`src/hw/rtl/assert_macros.svh`:
```
// Assertion helpers used by the top-level RTL. Define ASSERT_OFF to compile them out.
`ifndef ASSERT_MACROS_SVH
`define ASSERT_MACROS_SVH
`ifndef ASSERT_OFF
// Property checked at every clock edge outside reset.
`define ASSERT_RST(lbl, clk, rst, prop, msg) \
  lbl: assert property (@(posedge clk) disable iff (rst) prop) else $error(msg);
// Condition in one cycle implies a condition in the next.
`define ASSERT_NEXT(lbl, clk, rst, pre, post, msg) \
  lbl: assert property (@(posedge clk) disable iff (rst) (pre) |=> (post)) else $error(msg);
`else
`define ASSERT_RST(lbl, clk, rst, prop, msg)
`define ASSERT_NEXT(lbl, clk, rst, pre, post, msg)
`endif
`endif

```
`src/hw/rtl/isogv_pkg.sv`:
```
`timescale 1ns / 1ps
// ----------------------------------------------------------------------------
// isogv_pkg
// Types and constants of the isometric grid nearest-vertex picker.
// ----------------------------------------------------------------------------
package isogv_pkg;

  localparam int FRAC_BITS_DEF = 8;

  localparam int CFG_IDX_W = 2;
  localparam logic [CFG_IDX_W-1:0] CFG_DELTA_X   = 2'd0;
  localparam logic [CFG_IDX_W-1:0] CFG_DELTA_Y   = 2'd1;
  localparam logic [CFG_IDX_W-1:0] CFG_GRID_SIZE = 2'd2;

  localparam logic [15:0] DELTA_X_RST   = 16'd12288;
  localparam logic [15:0] DELTA_Y_RST   = 16'd6144;
  localparam logic [7:0]  GRID_SIZE_RST = 8'd32;

  localparam int QUEUE_DEPTH = 2;

  typedef struct packed {
    logic signed [23:0] screen_x;
    logic signed [23:0] screen_y;
    logic signed [23:0] origin_x;
    logic signed [23:0] origin_y;
  } in_item_t;

  typedef struct packed {
    logic               inside_res;
    logic [7:0]         vertex_row;
    logic [7:0]         vertex_col;
    logic signed [31:0] vertex_x;
    logic signed [31:0] vertex_y;
  } out_item_t;

  // Offset of the point from the origin, and the origin itself.
  typedef struct packed {
    logic signed [24:0] dx;
    logic signed [24:0] dy;
    logic signed [23:0] ox;
    logic signed [23:0] oy;
  } geo_t;

  // One classified request handed from the front to the back.
  typedef struct packed {
    logic       in_grid;
    logic [7:0] cr;
    logic [7:0] cc;
    geo_t       geo;
  } task_t;

endpackage

```
`src/hw/rtl/isogv_fifo.sv`:
```
`timescale 1ns / 1ps
// ----------------------------------------------------------------------------
// isogv_fifo
// Short request queue between the front and the back.
// ----------------------------------------------------------------------------
module isogv_fifo import isogv_pkg::*; (
  input  logic  clk,
  input  logic  rst,
  input  logic  push,
  input  task_t push_item,
  output logic  full,
  input  logic  pop,
  output logic  nonempty,
  output task_t head
);

  localparam int PTR_W = $clog2(QUEUE_DEPTH);

  task_t            mem [0:QUEUE_DEPTH-1];
  logic [PTR_W-1:0] wptr, rptr;
  logic [PTR_W:0]   count;

  assign full     = count == (PTR_W+1)'(QUEUE_DEPTH);
  assign nonempty = count != '0;
  assign head     = mem[rptr];

  always_ff @(posedge clk) begin
    if (push) begin
      mem[wptr] <= push_item;
    end
  end

  always_ff @(posedge clk) begin
    if (rst) begin
      wptr  <= '0;
      rptr  <= '0;
      count <= '0;
    end else begin
      if (push) begin
        wptr <= wptr + 1'b1;
      end
      if (pop) begin
        rptr <= rptr + 1'b1;
      end
      count <= count + (PTR_W+1)'(push) - (PTR_W+1)'(pop);
    end
  end

endmodule

```
`config.mk`:
```
export PLATFORM = sky130hd
export DESIGN_NAME = isogv_fifo
export DESIGN_NICKNAME = d
export VERILOG_FILES = /design/src/hw/rtl/assert_macros.svh /design/src/hw/rtl/isogv_pkg.sv /design/src/hw/rtl/isogv_fifo.sv
export SDC_FILE = /design/constraint.sdc
export NUM_CORES = 1
export LEC_CHECK = 0
export ABC_AREA = 1
export ABC_CLOCK_PERIOD_IN_PS = 9550
export BUFFER_PORTS_ARGS = -buffer_cell sky130_fd_sc_hd__buf_4
export CORE_MARGIN = 10
export CORE_UTILIZATION = 40
export CTS_CLUSTER_DIAMETER = 80
export DETAILED_ROUTE_END_ITERATION = 10
export PLACE_DENSITY = 0.63
export SYNTH_ARGS = -nofsm -noshare
export SYNTH_HDL_FRONTEND = slang
export SYNTH_SLANG_ARGS = --single-unit
```
`constraint.sdc`:
```
create_clock -name clk -period 9.55 [get_ports clk]
set_input_delay 0.955 -clock clk [delete_from_list [all_inputs] [get_ports clk]]
set_output_delay 0.955 -clock clk [all_outputs]
set_load 0.01 [all_outputs]
```
* Yosys cells after proc, flatten, opt, wreduce, memory -nomap -nowiden *
Memories as Yosys holds them, arrays and structs flattened. A register that Yosys moved wholly into a read port is not among the register bits.
Index checks and enable logic that the tools add are counted.

word-level totals
  register bits = 4
  memory bits (writable) = 230
  input port bits = 119
  output and inout port bits = 117
  word-level logic and storage cells = 14
  memories = 1

cells by class
  add/sub/neg operators = 4
  equal/unequal tests = 1
  mux-type cells = 4
  reduce and logical (&&, ||, !) cells = 1

memory list
  name  depth  width  rd ports  clocked after Yosys merged registers in  write ports  RTL line          RTL
  mem   2      115    1         1                                        1            isogv_fifo.sv:19  task_t mem [0:QUEUE_DEPTH-1];

operators by type and width
  kind                                         number
  1-bit 2-to-1 mux                             4
  1-bit adder (second input constant)          2
  2-bit by 1-bit adder with 2-bit output       1
  2-bit equality test (second input constant)  1
  2-bit nonzero test                           1
  2-bit by 1-bit subtractor with 2-bit output  1

* Logic depth before layout (Yosys ltp) *
  depth after elaboration = 3
  depth in mapped cells = 9

* Worst setup path after synthesis *
No wires, ideal clock.

  path kind = input to register
  start point = input port push
  end point = memory mem[0][0] (netlist name), enable pin
  arrival time = 5.807 ns
  slack = 3.150 ns
  cell stages on the path = 2
  cells stage by stage = inv_1 -> nor2_1

between the ends
  word-level cells in the longest chain between the ends = 2

RTL lines
  element                                 RTL line          RTL
  from (decl)                             isogv_fifo.sv:9   input logic push,
  1-bit 2-to-1 mux                        isogv_fifo.sv:28  if (push) begin
  1-bit 2-to-1 mux (not written as such)  isogv_fifo.sv:29  mem[wptr] <= push_item;
  to (decl)                               isogv_fifo.sv:19

No other way between the ends.

==> impl_results.md <==
- Core ar.: 0.02122 mm^2
- Part of the cycle the worst path needs: 0.4080
- Vias in the first global route: 4757
- WHS: 529.7 ps
- Clk slew on worst S/H paths: 60 ps
- RSZ-0062 raised after global routing: no
- Ratio of cells with drive above 1 in the final layout: 0.5855
- Post-CTS Resized: 0
- Post-layout util: 0.5449
- First drt pass iteration count: 4
- Routed len/inst: 19.67 um
- Worst Setup End Kind: primary output
- Largest net degree at the start of global routing: 82
- Area of the multi-input gates: 0.001584 mm^2
- Cell Rows: 53
- Syn Inst Count: 389
- Maxcap violations: 0
- IO buf count: 235
- Antenna-violating nets left: 0
- Max-slew violations: 0
- Hold crit path type: reg2reg
- WP data required: 8600 ps
- Post-CTS setup buffer count: 0
- Clock skew: 5.836 ps
- Cell Area, Placed: 0.01076 mm^2
- Remaining Overflow, GRT: 0
- Data arrival, critical path: 2940 ps
- Die ar.: 0.02811 mm^2
- Most frequent cells in the layout: buf_4, edfxtp_1, mux2_2
- Critical path peak fanout: 61
- Area grow syn2layout: 32.58%
- Worst skew pair latency: 510 ps
- Mean Syn Cell Area: 22.42 um^2
- Global Route Usage Sum: 0.1217
- Hold-fix buffers, CTS: 0
- Placed insts: 889
- Post-Syn Area: 0.008722 mm^2
- Hpwl dp: 12790 um
- Initial antenna violation count: 0
- Final WS setup: 5653 ps
- N_diodes: 0
- Final Setup Violations: 0
- Initial core utilization: 0.4110
- Root buffer cell: clkbuf_16
- F_max: 256.6 MHz
- Sequential cell area: 0.007010 mm^2
- Net Count, Synth: 510
- CTS Buf Count: 26
- Crit path launch type: flop
- Crit path time final: 3897 ps
- Setup TNS: 0 ps
- Die W: 167.7 um
- Worst Tran Pin Value: 1128 ps
- Layout fillers: 1704
- Leak pwr: 4.439 nW
- Most common cell after layout, fill and taps aside: buf_4
- Maximum VDD drop: 0.1519 mV
- Clk sink count: 235
- Starting DRT DRC Count: 194
- PD cells: 210.7 mW/mm^2
- DR DRC count: 0
- GPL Wtd Cong: 0.7460
- Vias per cell: 4.696
- Ports: 236
- CP Class: reg2out
- Total design power: 2.437 mW
- Final net count: 763
- Synth warnings: 0
- Register area share after synthesis: 0.8033
- Total wire length: 18410 um
- Final Non-Filler Cells: 936
- # H-tree levels: 1
- Final Hold Viols: 0
- Status: completed
- Synthesized flop and latch total: 235
- Post-synth cell types: 14
- Die Span Y: 167.7 um
- Longest Clk Path Bufs: 3
- First-pass GRT wire length: 27230 um
- CTS tree: built
- Fin area: 0.01156 mm^2
- DR vias: 4395
- Slew HR: 0.2483
- Pre-CTS setup slack: 6151 ps
[routing by layer]
metal	vias up	part of all wire	global-route usage
met5	-	0	0
met2	179	0.50	0.2047
met1	2152	0.40	0.1437
met3	26	0.089	0.04728
li1	2038	-	-
met4	0	0.019	0.02877
[critical path, stage by stage, from the launching register on]
cell     delay, ps
dfxtp_4        900
buf_4          850
mux2_2         420
buf_4          140
[area by class of cell]
type,count,area share
tap,275,0.02976
timing repair buffer,238,0.1545
inverter,8,0.002813
clock buffer,39,0.06232
sequential,235,0.6063
clock inverter,8,0.007358
multi-input combinational,133,0.1370
[power breakdown]
group / switching, mW / internal, mW
Clock: 0.362 / 0.571
Combinational: 0.125 / 0.160
Sequential: 0.0222 / 1.20
[cell families (layout without fill, tap and decap cells)]
family	after synthesis	after routing	synth area share
multiplexers	115	115	0.1700
AND/OR/NAND/NOR	14	14	0.006312
XOR/XNOR	1	1	0.001004
adder cells (fa/ha/maj)	2	2	0.002869
AO/OA/AOI/OAI	1	1	0.0005733
buffers and inverters	21	293	0.01592
flip-flops	235	235	0.8033
[path summary, 6_finish.rpt]
path / startpoint / to / slack [ps] / cells after the start
worst max-delay path: flop / head[3] / 5650 / 3
worst min-delay path: rptr$_SDFFE_PP0P_ / flop / 530 / 2
worst max register to register: wptr$_SDFFE_PP0P_ / mem[0][52]$_DFFE_PP_ / 6980 / 2
worst min register to register: rptr$_SDFFE_PP0P_ / flop / 530 / 2
[sequential cells by signal, indices dropped and copies added, names as in the netlist, named ones only]
signal / flops
rptr: 1
mem: 230
count: 2
wptr: 1
[synth_stat cells]
master	count	area share
buf_6	7	0.0090
nand3_1	1	0.00057
mux2_4	50	0.086
a21oi_1	1	0.00057
inv_1	8	0.0034
dfxtp_1	5	0.011
edfxtp_1	230	0.79
xnor2_1	1	0.0010
nor2_1	7	0.0030
ha_1	2	0.0029
nor3_1	1	0.00057
mux2_2	65	0.084
buf_2	6	0.0034
nand2_1	5	0.0022
(Power assumes the default switching activity.)
